## src/rtl/core/chime_tone_sequencer_macros.svh

```systemverilog
// Assertion macros used by the chime tone sequencer core.
`ifndef CHIME_TONE_SEQUENCER_MACROS_SVH
`define CHIME_TONE_SEQUENCER_MACROS_SVH

// Condition holds on every edge outside reset.
`define CTS_ASSERT_ALWAYS(label, clk, rst, cond, msg) \
   label: assert property (@(posedge clk) disable iff (rst) (cond)) else $error(msg);

// Antecedent implies consequent on the same edge.
`define CTS_ASSERT_IMPLY(label, clk, rst, ante, cons, msg) \
   label: assert property (@(posedge clk) disable iff (rst) (ante) |-> (cons)) \
      else $error(msg);

// Antecedent implies consequent on the next edge.
`define CTS_ASSERT_NEXT(label, clk, rst, ante, cons, msg) \
   label: assert property (@(posedge clk) disable iff (rst) (ante) |=> (cons)) \
      else $error(msg);

`endif

```

## src/rtl/core/cts_pkg.sv

```systemverilog
// Types, tone table and helpers shared by the chime tone sequencer.
package cts_pkg;

   localparam int ROM_STEPS    = 40;
   localparam int ROM_PATTERNS = 3;

   typedef enum logic {
      MODE_TICK    = 1'b0,
      MODE_COMMAND = 1'b1
   } mode_type;

   typedef struct packed {
      mode_type   mode;
      logic [1:0] req_pattern;
      logic [7:0] req_repeats;
   } req_item_type;

   typedef struct packed {
      logic       busy_res;
      logic       tone_enabled;
      logic       tone_restart;
      logic [7:0] tone_compare;
      logic [8:0] tone_period;
   } rsp_item_type;

   localparam logic [8:0] TONE_ROM [ROM_PATTERNS][ROM_STEPS] = '{
      '{9'd250, 9'd200, 9'd166, 9'd142, 9'd126, 9'd110, 9'd100, 9'd90,  9'd82,  9'd76,
        9'd76,  9'd82,  9'd90,  9'd100, 9'd110, 9'd126, 9'd142, 9'd166, 9'd200, 9'd250,
        9'd250, 9'd200, 9'd166, 9'd142, 9'd126, 9'd110, 9'd100, 9'd90,  9'd82,  9'd76,
        9'd76,  9'd82,  9'd90,  9'd100, 9'd110, 9'd126, 9'd142, 9'd166, 9'd200, 9'd250},
      '{9'd110, 9'd110, 9'd110, 9'd72,  9'd72,  9'd72,  9'd110, 9'd110, 9'd110, 9'd332,
        9'd332, 9'd332, 9'd110, 9'd110, 9'd110, 9'd72,  9'd72,  9'd72,  9'd110, 9'd110,
        9'd110, 9'd110, 9'd110, 9'd72,  9'd72,  9'd72,  9'd110, 9'd110, 9'd110, 9'd332,
        9'd332, 9'd332, 9'd110, 9'd110, 9'd110, 9'd72,  9'd72,  9'd72,  9'd110, 9'd110},
      '{9'd82,  9'd332, 9'd126, 9'd100, 9'd82,  9'd250, 9'd110, 9'd76,  9'd142, 9'd90,
        9'd76,  9'd90,  9'd142, 9'd82,  9'd110, 9'd76,  9'd200, 9'd100, 9'd82,  9'd100,
        9'd82,  9'd332, 9'd126, 9'd100, 9'd82,  9'd250, 9'd110, 9'd76,  9'd142, 9'd90,
        9'd76,  9'd90,  9'd142, 9'd82,  9'd110, 9'd76,  9'd200, 9'd100, 9'd82,  9'd100}
   };

   // Steps beyond the table play period zero.
   function automatic logic [8:0] rom_period(input logic [1:0] pattern,
                                             input logic [5:0] step);
      logic [1:0] pat;
      pat = (pattern > 2'd2) ? 2'd0 : pattern;
      if (step < 6'(ROM_STEPS)) begin
         return TONE_ROM[pat][step];
      end
      return 9'd0;
   endfunction

endpackage

```

## src/rtl/core/cts_input_stage.sv

```systemverilog
// Input register of the chime tone sequencer.
module cts_input_stage
   import cts_pkg::*;
(
   input  logic         clock,
   input  logic         reset,
   input  logic         req_tvalid,
   output logic         req_tready,
   input  req_item_type req_item,
   input  logic         take,
   output logic         item_valid,
   output req_item_type item
);

   logic         valid_ff;
   logic         valid_in;
   req_item_type item_ff;
   logic         load;

   assign req_tready = !valid_ff || take;
   assign load       = req_tvalid && req_tready;
   assign valid_in   = load ? 1'b1 : (take ? 1'b0 : valid_ff);

   always_ff @(posedge clock) begin
      if (reset) begin
         valid_ff <= 1'b0;
      end else begin
         valid_ff <= valid_in;
      end
   end

   always_ff @(posedge clock) begin
      if (load) begin
         item_ff <= req_item;
      end
   end

   assign item_valid = valid_ff;
   assign item       = item_ff;

endmodule

```

## src/rtl/core/cts_core.sv

```systemverilog
// Sequencer state and single-pass update for one request.
`include "chime_tone_sequencer_macros.svh"

module cts_core
   import cts_pkg::*;
#(
   parameter int STEPS_PER_PATTERN = 40,
   parameter int PATTERN_COUNT     = 3
) (
   input  logic         clock,
   input  logic         reset,
   input  logic         item_valid,
   input  req_item_type item,
   input  logic         rsp_space,
   output logic         fire,
   output rsp_item_type result
);

   localparam logic [5:0] STEP_LAST = 6'(STEPS_PER_PATTERN);
   localparam logic [1:0] PAT_LIMIT = 2'(PATTERN_COUNT);

   logic [1:0] active_ff, active_in;
   logic [1:0] queued_ff, queued_in;
   logic [7:0] repeats_ff, repeats_in;
   logic [5:0] step_ff, step_in;
   logic [8:0] held_ff, held_in;
   logic       on_ff, on_in;
   logic       busy_ff, busy_in;
   logic       restart;
   logic [1:0] pick;
   logic       running;

   assign fire    = item_valid && rsp_space;
   assign running = (repeats_ff != 8'd0);
   assign pick    = (item.req_pattern >= PAT_LIMIT || item.req_pattern > 2'd2) ?
                    2'd0 : item.req_pattern;

   always_comb begin
      active_in  = active_ff;
      queued_in  = queued_ff;
      repeats_in = repeats_ff;
      step_in    = step_ff;
      held_in    = held_ff;
      on_in      = on_ff;
      busy_in    = busy_ff;
      restart    = 1'b0;
      unique case (item.mode)
         MODE_TICK: begin
            if (running) begin
               if (step_ff >= STEP_LAST) begin
                  // end of pass: count down, stop after the last pass, rewind, switch to queued pattern
                  repeats_in = repeats_ff - 8'd1;
                  if (repeats_ff == 8'd1) begin
                     on_in   = 1'b0;
                     busy_in = 1'b0;
                  end
                  step_in   = 6'd0;
                  active_in = queued_ff;
               end else begin
                  held_in = rom_period(active_ff, step_ff);
                  on_in   = 1'b1;
                  restart = 1'b1;
                  step_in = step_ff + 6'd1;
               end
            end
         end
         MODE_COMMAND: begin
            queued_in = pick;
            if (!running && item.req_repeats != 8'd0) begin
               busy_in    = 1'b1;
               active_in  = pick;
               repeats_in = item.req_repeats;
               on_in      = 1'b1;
            end else if (running && item.req_repeats == 8'd0) begin
               repeats_in = 8'd1;
            end else if (running) begin
               repeats_in = (item.req_repeats == 8'hFF) ? 8'hFF :
                            item.req_repeats + 8'd1;
            end
         end
         default: begin
         end
      endcase
   end

   always_comb begin
      result.tone_period  = held_in;
      result.tone_compare = on_in ? held_in[8:1] : 8'd0;
      result.tone_restart = restart;
      result.tone_enabled = on_in;
      result.busy_res     = busy_in;
   end

   always_ff @(posedge clock) begin
      if (reset) begin
         active_ff  <= 2'd0;
         queued_ff  <= 2'd0;
         repeats_ff <= 8'd1;
         step_ff    <= 6'd0;
         held_ff    <= 9'd0;
         on_ff      <= 1'b0;
         busy_ff    <= 1'b0;
      end else if (fire) begin
         active_ff  <= active_in;
         queued_ff  <= queued_in;
         repeats_ff <= repeats_in;
         step_ff    <= step_in;
         held_ff    <= held_in;
         on_ff      <= on_in;
         busy_ff    <= busy_in;
      end
   end

   `CTS_ASSERT_IMPLY(a_busy_drives_tone, clock, reset, busy_ff, on_ff, "busy without tone")
   `CTS_ASSERT_IMPLY(a_stopped_not_busy, clock, reset, repeats_ff == 8'd0, !busy_ff,
      "busy while stopped")
   `CTS_ASSERT_ALWAYS(a_step_in_range, clock, reset, step_ff <= STEP_LAST, "step overrun")
   `CTS_ASSERT_NEXT(a_restart_advances, clock, reset, fire && restart,
      step_ff != 6'd0 && on_ff, "played step did not advance")

endmodule

```

## src/rtl/core/cts_output_stage.sv

```systemverilog
// Result register of the chime tone sequencer.
module cts_output_stage
   import cts_pkg::*;
(
   input  logic         clock,
   input  logic         reset,
   input  logic         load,
   input  rsp_item_type result,
   output logic         space,
   output logic         rsp_tvalid,
   input  logic         rsp_tready,
   output rsp_item_type rsp_item
);

   logic         valid_ff;
   logic         valid_in;
   rsp_item_type item_ff;

   assign space    = !valid_ff || rsp_tready;
   assign valid_in = load ? 1'b1 : (rsp_tready ? 1'b0 : valid_ff);

   always_ff @(posedge clock) begin
      if (reset) begin
         valid_ff <= 1'b0;
      end else begin
         valid_ff <= valid_in;
      end
   end

   always_ff @(posedge clock) begin
      if (load) begin
         item_ff <= result;
      end
   end

   assign rsp_tvalid = valid_ff;
   assign rsp_item   = item_ff;

endmodule

```

## src/rtl/core/chime_tone_sequencer.sv

```systemverilog
// Top level of the chime tone sequencer.
//
//   Channel   Dir  Signals                          Carries
//   req       in   req_tvalid/tready/tdata/tuser    tick or command request
//   rsp       out  rsp_tvalid/tready/tdata          tone state after request
//
// One request per clock is sustained while the result side accepts; a request is
// updated combinationally on its way from the input register into the result register.
// Reset is synchronous, active high: empties both registers and loads the
// sequencer with pattern 0, one pass pending, output off.
// A stalled result holds; the input register keeps taking requests as long
// as the result register is free or being drained.
module chime_tone_sequencer
   import cts_pkg::*;
#(
   parameter int STEPS_PER_PATTERN = 40,
   parameter int PATTERN_COUNT     = 3
) (
   input  logic        clock,
   input  logic        reset,
   input  logic        req_tvalid,
   output logic        req_tready,
   input  logic [15:0] req_tdata,  // [1:0] req_pattern, [9:2] req_repeats, rest zero
   input  logic [0:0]  req_tuser,  // [0] mode
   output logic        rsp_tvalid,
   input  logic        rsp_tready,
   output logic [23:0] rsp_tdata   // [8:0] tone_period, [16:9] tone_compare,
                                   // [17] tone_restart, [18] tone_enabled,
                                   // [19] busy_res, rest zero
);

   req_item_type req_item;
   req_item_type item;
   rsp_item_type result;
   rsp_item_type rsp_item;
   logic         item_valid;
   logic         fire;
   logic         space;

   assign req_item.mode        = mode_type'(req_tuser[0]);
   assign req_item.req_pattern = req_tdata[1:0];
   assign req_item.req_repeats = req_tdata[9:2];

   cts_input_stage u_input (
      .clock      (clock),
      .reset      (reset),
      .req_tvalid (req_tvalid),
      .req_tready (req_tready),
      .req_item   (req_item),
      .take       (fire),
      .item_valid (item_valid),
      .item       (item)
   );

   cts_core #(
      .STEPS_PER_PATTERN (STEPS_PER_PATTERN),
      .PATTERN_COUNT     (PATTERN_COUNT)
   ) u_core (
      .clock      (clock),
      .reset      (reset),
      .item_valid (item_valid),
      .item       (item),
      .rsp_space  (space),
      .fire       (fire),
      .result     (result)
   );

   cts_output_stage u_output (
      .clock      (clock),
      .reset      (reset),
      .load       (fire),
      .result     (result),
      .space      (space),
      .rsp_tvalid (rsp_tvalid),
      .rsp_tready (rsp_tready),
      .rsp_item   (rsp_item)
   );

   assign rsp_tdata = {4'd0, rsp_item};

endmodule

```

## config.mk

```make
export PLATFORM = sky130hd
export DESIGN_NAME = chime_tone_sequencer
export DESIGN_NICKNAME = d
export VERILOG_FILES = /design/src/rtl/core/cts_pkg.sv /design/src/rtl/core/cts_input_stage.sv /design/src/rtl/core/cts_core.sv /design/src/rtl/core/cts_output_stage.sv /design/src/rtl/core/chime_tone_sequencer.sv
export VERILOG_INCLUDE_DIRS = /design/src /design/src/rtl/core
export SDC_FILE = /design/constraint.sdc
export NUM_CORES = 1
export LEC_CHECK = 0
export ABC_CLOCK_PERIOD_IN_PS = 3350
export BUFFER_PORTS_ARGS = -buffer_cell sky130_fd_sc_hd__buf_2
export CAP_MARGIN = 0
export CORE_MARGIN = 3
export CORE_UTILIZATION = 40
export CTS_BUF_LIST = sky130_fd_sc_hd__clkbuf_16
export CTS_CLUSTER_SIZE = 24
export DETAILED_ROUTE_END_ITERATION = 6
export GPL_TIMING_DRIVEN = 0
export MAX_ROUTING_LAYER = met4
export PLACE_DENSITY = 0.62
export SLEW_MARGIN = 10
export SYNTH_ARGS = -nofsm -noshare
export SYNTH_HDL_FRONTEND = slang
export SYNTH_SLANG_ARGS = --single-unit
```

## constraint.sdc

```tcl
create_clock -name clock -period 3.35 [get_ports clock]
set_input_delay 0.335 -clock clock [delete_from_list [all_inputs] [get_ports clock]]
set_output_delay 0.335 -clock clock [all_outputs]
set_load 0.005 [all_outputs]
```

==> results.md, run 1 <==
- Largest family of logic cells by synthesized area: compound AO/OA/AOI/OAI gates
- DRT Pass-1 Iters: 5
- # port buffers: 36
- Hold wc startpoint: req_tdata[9]
- Most area-hungry cell type in the Yosys netlist: edfxtp_1
- Die H: 111 um
- Core area: 10,500 um2
- Fill cells: 1,005
- Synth Area in Adders: 0.0314
- Initial drt markers: 546
- Slew margin rel.: 0.476
- Hold Buf Count CTS: 0
- Maxcap violations: 0
- Diode count: 0
- Max IR drop VDD: 0.294 mV
- Multi-input gate area: 2570 um2
- WHS Path Cells: 1
- Post-Syn Area: 4390 um2
- Max Fclk: 336 MHz
- Worst Setup Start Kind: register
- Net Sw Frac: 0.266
- Synth Flop Type: edfxtp_1
- FF+latch count, synth: 62
- Sequential-to-total area share from yosys stat: 0.354
- Netlist cell types: 78
- Post-Route Skew: 0.00526 ns
- Synth Area in Simple Gates: 0.250
- WP data arrival: 3.06 ns
- Hold Crit Class: input pin to register
- Commonest non-fill, non-tap cell in the layout: nand2_1
- Combinational Power Share: 0.151
- Grt ovf: 0
- Status: finished, final reports clean
- Synth Area in Compound Gates: 0.251
- Synth Instances: 526
- Static Leak: 1.87 nW
- Vias: 4,453
- Clock Path Buffers: 2
- CP Cell Sequence: inv_1 > ha_1 > clkbuf_1 > clkbuf_2 > a221oi_1 > a2111oi_0 > nor3_1 > nand2_1 > o211a_1
- Post-synthesis async set-or-reset flop share: 0
- Final Slew Violations: 0
- Clock latency on the worst-skew pair: 0.32 ns
- Reg clk slew, reported paths: 0.06 ns
- Share of cells above drive strength 1: 0.160
- CTS buffer count: 9
- WL final: 14,000 um
- Sequential share of power: 0.414
- Total number of yosys warnings: 0
- Clk root buf: clkbuf_16
- Pin count of the biggest net entering global routing: 30
- Top cell type's share of synthesized area: 0.212
- FF-to-FF setup slack: 0.38 ns
- Final Wtd Congestion: 1.03
- First-pass GRT wire length: 22,500 um
- Switch Pwr: 0.555 mW
- RSZ-0062 raised after global routing: false
- Multiplexer area fraction after synthesis: 0.0388
- Min cycle time layout: 2.97 ns
- Antenna violations before repair: 0
- Nets: 608
- Vias in the first global route: 4,115
- Cell Int Power: 1.53 mW
- # setup viols final: 0
- Ports: 47
- Max incr delay on CP: 0.55 ns
- PwrDens: 413 nW/um2
- Post-synth EDFFs: 31
- ANT nets after route: 0
- Post-synthesis xor/xnor area fraction: 0.0120
- H-tree levels: 3
- CTS tree: yes
- Area Overhead vs Synth: 15.1%
- Initial core utilization: 0.417
- R2r startpoint: u_core.active_ff[0]$_SDFFE_PP0P_
- Average cell area after synthesis: 8.34 um2
- Kind of critical path: register to register
- Worst-path cell with the longest stage delay: nor3_1
- # DRC: 0
- Endpoint, Worst Hold: u_input.item[7]$_DFFE_PP_
- Clock sinks: 62
- Die width: 111 um
- Worst path required time: 3.43 ns
- Fin. Hold Viols: 0
- Critical Path Fanout Max: 10
- Setup TNS: 0 ns
- Clock Power Share: 0.436
- Synth area leaders: edfxtp_1, dfxtp_1, a21oi_1
- Num rows: 37
- Die area: 12,300 um2
- Path depth of the worst reg2reg path: 9
- WL/cell: 19.5 um
- All-Layer GR Usage: 0.232
- Most frequent cells in the layout: nand2_1, buf_2, nor2_1, a21oi_1, o21ai_0
- Worst Setup End Kind: register
- Worst r2r dst: u_output.rsp_item[15]$_SDFFCE_PN0P_
- # Post-CTS Setup Buffers: 0
- Total power: 2.09 mW
- Vias per inst: 6.21
- Final period util: 0.888
- Reg area: 1550 um2
- Slew @ Worst Pin: 0.775 ns
- DP HPWL: 10,100 um
registers in the layout, indices dropped and copies added (netlist names):
name	flops
u_core.active_ff	2
u_core.busy_ff	1
u_core.held_ff	9
u_core.on_ff	1
u_core.queued_ff	2
u_core.repeats_ff	8
u_core.step_ff	6
u_input.item	11
u_input.item_valid	1
u_output.rsp_item	20
u_output.rsp_tvalid	1
per-stage QoR:
step	hold slack [ns]	worst slack [ns]	cells	util	instance area [um2]
floorplan	0.434	1.02	529	-	4400
global placement	0.450	0.303	701	0.452	4750
detailed placement	0.463	0.319	701	0.452	4750
CTS	0.174	0.297	717	0.480	5050
global route	0.175	0.0960	717	0.480	5050
finish	0.183	0.376	717	0.480	5050
Yosys cell counts, drive strengths merged (4+ instances only):
master  count
a21o        4
nor3b       4
edfxtp     31
and3        4
a211oi      6
and2        9
nor2       41
inv        17
dfxtp      31
buf        22
or3         4
nor3       17
o22ai       5
nor2b      12
nor4        5
nand3b      4
a22oi       5
o21ai      33
nand2      53
or4         5
nand3      19
nand4      10
a32oi       6
o21a        4
ha         11
o41ai       4
a21oi      41
clkbuf     23
mux2i       8
a31oi      10
a311oi      7
nand2b      8
per-layer routing:
layer / global-route usage / wire length (um)
met5: - / 0
met4: 0.0657 / 332
met3: 0.0442 / 1100
met2: 0.339 / 6200
met1: 0.328 / 6370
power groups by stage:
stage,clock (mW),sequential (mW),combinational (mW)
2_1_floorplan,0,0.875,0.212
3_3_place_gp,0,0.877,0.310
3_5_place_dp,0,0.878,0.307
4_1_cts,0.923,0.862,0.309
5_1_grt,0.964,0.868,0.347
6_report,0.909,0.863,0.314
cell type report:
| type | count | area share |
|---|---|---|
| plain buffers | 45 | 0.0409 |
| clock buffers | 9 | 0.0446 |
| clock inverters | 7 | 0.0144 |
| inverters | 19 | 0.0141 |
| multi-input cells | 403 | 0.509 |
| flip-flops and latches | 62 | 0.307 |
| well taps | 136 | 0.0337 |
| repair buffers | 36 | 0.0357 |
cells by family (layout without fill, tap and decap cells):
logic type	Yosys count	after routing
compound gates	161	161
flops	62	62
fa+ha+maj	11	11
mux	13	13
buf+inv	64	116
simple gates	208	208
xor+xnor	6	6
other cells	1	4
worst max-delay path by stage:
stage / endpoint / startpoint / slack (ns) / cells past startpoint
floorplan: u_output.rsp_item[16]$_SDFFCE_PN0P_ / u_input.item[3]$_DFFE_PP_ / 1.02 / 8
global placement: u_output.rsp_item[12]$_SDFFCE_PN0P_ / u_core.active_ff[0]$_SDFFE_PP0P_ / 0.30 / 10
detailed placement: u_output.rsp_item[9]$_SDFFCE_PN0P_ / u_core.active_ff[0]$_SDFFE_PP0P_ / 0.32 / 10
CTS: u_output.rsp_item[9]$_SDFFCE_PN0P_ / u_core.active_ff[0]$_SDFFE_PP0P_ / 0.30 / 10
global route: u_output.rsp_item[15]$_SDFFCE_PN0P_ / u_core.active_ff[0]$_SDFFE_PP0P_ / 0.1 / 9
finish: u_output.rsp_item[15]$_SDFFCE_PN0P_ / u_core.active_ff[0]$_SDFFE_PP0P_ / 0.38 / 9
timing repair:
item,4_1_cts,5_1_grt
setup endpoints to repair,0,1
resized for setup,0,2
hold endpoints to repair,0,0
critical path: cells and delay by family (launching register included):
kind	cells	cell delay, ns
flops	1	0.39
simple gates	2	0.70
buf+inv	3	0.66
fa+ha+maj	1	0.38
compound gates	3	0.59
Note: power is estimated with default switching activity, not from simulation.
==> inputs of run 2 (changes only) <==
--- a/config.mk
+++ b/config.mk
@@ -6,6 +6,7 @@
 export SDC_FILE = /design/constraint.sdc
 export NUM_CORES = 1
 export LEC_CHECK = 0
+export ABC_AREA = 1
 export ABC_CLOCK_PERIOD_IN_PS = 3350
 export BUFFER_PORTS_ARGS = -buffer_cell sky130_fd_sc_hd__buf_2
 export CAP_MARGIN = 0
@@ -17,6 +18,7 @@
 export GPL_TIMING_DRIVEN = 0
 export MAX_ROUTING_LAYER = met4
 export PLACE_DENSITY = 0.62
+export RECOVER_POWER = 100
 export SLEW_MARGIN = 10
 export SYNTH_ARGS = -nofsm -noshare
 export SYNTH_HDL_FRONTEND = slang
==> run 2 against run 1 <==
Final cell count increased by 8.8%. Clock skew increased by 0.0027 ns. Synthesized cell count increased by 13%. Combinational power increased by 4%. Setup slack improved by 0.33 ns. Sequential power increased by 0.8%. Routed wire length decreased by 28%. Critical path depth increased by 1. Sequential share of layout area increased by 2.7 points. Count of clock-buffer cells in the layout unchanged. Non-clock buffer count decreased by 23. Largest cell class unchanged.
==> results.md, run 2 <==
- Sequential share of power: 0.435
- Kind of critical path: register to register
- Slew margin rel.: 0.0692
- Post-Route Skew: 0.00795 ns
- Max incr delay on CP: 0.55 ns
- # DRC: 0
- Max Fclk: 379 MHz
- Switch Pwr: 0.553 mW
- Commonest cells post-synth: nand2_1, inv_1, nor2_1, nand3_1, a21oi_1
- CP Cell Sequence: buf_6 > nor2_4 > nor2_4 > nor2_4 > inv_2 > nor2_1 > clkinvlp_2 > and3_1 > buf_6 > a21oi_1
- Most area-hungry cell type in the Yosys netlist: edfxtp_1
- Die H: 107 um
- First-pass GRT wire length: 17,100 um
- WP data arrival: 2.80 ns
- Vias in the first global route: 3,682
- Min cycle time layout: 2.64 ns
- Ports: 47
- Setup TNS: 0 ns
- Hold_ws: 0.182 ns
- Slew @ Worst Pin: 1.40 ns
- Placed instance area: 4450 um2
- H-tree levels: 3
- WP buf/inv: 4
- Nets: 674
- Final period util: 0.788
- # Post-CTS Setup Buffers: 0
- CTS buffer count: 9
- Net Sw Frac: 0.277
- Worst path required time: 3.51 ns
- Max reg flops: 20
- Share of cells above drive strength 1: 0.110
- Pin count of the biggest net entering global routing: 30
- Hold Crit Class: input pin to register
- Num rows: 36
- Commonest non-fill, non-tap cell in the layout: nand2_1
- WL/cell: 13.0 um
- Clock Power Share: 0.401
- Static Leak: 2.12 nW
- Fin. Hold Viols: 0
- Clock Path Buffers: 2
- Worst-path cell with the longest stage delay: clkinvlp_2
- Die area: 11,500 um2
- Top Family by Delay on Critical Path: simple AND/OR/NAND/NOR gates
- Combinational Power Share: 0.164
- FF+latch count, synth: 62
- Most frequent cells in the layout: nand2_1, inv_1, nor2_1, nand3_1, a21oi_1
- Status: finished, final reports clean
- Endpoint, Worst Hold: u_input.item[4]$_DFFE_PP_
- Reg clk slew, reported paths: 0.05 ns
- Worst r2r dst: u_output.rsp_item[13]$_SDFFCE_PN0P_
- Clock sinks: 62
- Total number of yosys warnings: 0
- Synth area leaders: edfxtp_1, nand2_1, dfxtp_1
- Path depth of the worst reg2reg path: 10
- Final Slew Violations: 0
- Post-route cell area: 4640 um2
- Max IR drop VDD: 0.321 mV
- CP dominant cell by count: nor2_4
- Worst Setup Start Kind: register
- Clock latency on the worst-skew pair: 0.33 ns
- Netlist cell types: 44
- Initial drt markers: 199
- Hold wc startpoint: req_tdata[6]
- Synth Flop Type: edfxtp_1
- Top cell type's share of synthesized area: 0.227
- Diode count: 0
- Maxcap violations: 0
- # port buffers: 35
- Hold Buf Count CTS: 0
- Final Wtd Congestion: 0.930
- Core area: 9860 um2
- Clk root buf: clkbuf_16
- Post-synthesis async set-or-reset flop share: 0
- R2r startpoint: u_core.step_ff[4]$_SDFFE_PP0P_
- CTS tree: yes
- WHS Path Cells: 1
- Antenna violations before repair: 0
- RSZ-0062 raised after global routing: false
- ANT nets after route: 0
- Area Overhead vs Synth: 13.1%
- Synth Instances: 593
- Worst Setup End Kind: register
- Vias: 3,927
- Sequential-to-total area share from yosys stat: 0.378
- FF-to-FF setup slack: 0.71 ns
- All-Layer GR Usage: 0.189
- Vias per inst: 5.03
- # resized after CTS: 0
- WL final: 10,200 um
- Post-synth EDFFs: 31
- Fill cells: 989
- PwrDens: 431 nW/um2
- Initial core utilization: 0.416
- Grt ovf: 0
- DRT Pass-1 Iters: 5
- Cell Int Power: 1.45 mW
- Core Util, Final: 0.470
- Die width: 107 um
- Average cell area after synthesis: 6.91 um2
- Critical Path Fanout Max: 10
- # setup viols final: 0
- Most frequent cell after synthesis: nand2_1
- Post-Syn Area: 4100 um2
- DP HPWL: 7620 um
[run 2: cell types whose count changed after synthesis, sizes merged, moves of 9 or more]
| cell | change |
|---|---|
| nand2 | +135 |
| inv | +57 |
| nand3 | +25 |
| nor2 | +17 |
| clkbuf | -13 |
| nor2b | -12 |
| nor3 | -12 |
| o21ai | +12 |
| buf | -9 |
[run 2: routing by layer]
layer,global-route usage,wire length [um],vias to the layer above
li1,-,-,2023
met1,0.238,4530,1751
met2,0.312,4840,132
met3,0.0325,600,21
met4,0.0557,181,0
met5,-,0,-
[run 2: kinds of logic (layout without fill, tap and decap cells)]
kind of cell    Yosys count  count (layout)  synth area share
compound gates          107             107             0.144
xor+xnor                  3               3           0.00641
fa+ha+maj                11              11            0.0336
buf+inv                 100             151             0.106
flops                    62              62             0.378
other cells               1               4          0.000915
simple gates            309             309             0.330
[run 2: final cells by class]
| class | instances | area [um2] | area share |
|---|---|---|---|
| Sequential cell | 62 | 1550 | 0.335 |
| Inverter | 77 | 295 | 0.0637 |
| Timing Repair Buffer | 35 | 161 | 0.0348 |
| Clock inverter | 7 | 31.3 | 0.00674 |
| Buffer | 23 | 134 | 0.0289 |
| Tap cell | 133 | 166 | 0.0359 |
| Multi-Input combinational cell | 434 | 2070 | 0.447 |
| Clock buffer | 9 | 225 | 0.0486 |
[run 2: power groups by stage]
stage,combinational [mW],clock [mW],sequential (mW)
final,0.328,0.801,0.870
after CTS,0.340,0.816,0.869
after detailed placement,0.338,0,0.884
after floorplan,0.246,0,0.883
after global placement,0.335,0,0.884
after global routing,0.375,0.856,0.874
[run 2: worst max-delay path by stage]
stage                                                 start                                  end  slack (ns)  depth (start not counted)
after floorplan            u_core.active_ff[0]$_SDFFE_PP0P_  u_output.rsp_item[12]$_SDFFCE_PN0P_        1.43                         11
after global placement                           rsp_tready       u_core.held_ff[6]$_SDFFE_PP0P_        0.91                          9
after detailed placement   u_core.active_ff[0]$_SDFFE_PP0P_  u_output.rsp_item[12]$_SDFFCE_PN0P_        1.13                         11
after CTS                  u_core.active_ff[0]$_SDFFE_PP0P_  u_output.rsp_item[12]$_SDFFCE_PN0P_        1.12                         11
after global routing      u_core.repeats_ff[0]$_SDFFE_PP1P_  u_output.rsp_item[13]$_SDFFCE_PN0P_        0.48                          9
final                        u_core.step_ff[4]$_SDFFE_PP0P_  u_output.rsp_item[13]$_SDFFCE_PN0P_        0.71                         10
[run 2: stage by stage]
step	power [mW]	instances	setup WS [ns]
2_1_floorplan	1.13	596	1.43
3_3_place_gp	1.22	764	0.907
3_5_place_dp	1.22	764	1.13
4_1_cts	2.03	780	1.12
5_1_grt	2.11	780	0.482
6_report	2.00	780	0.709
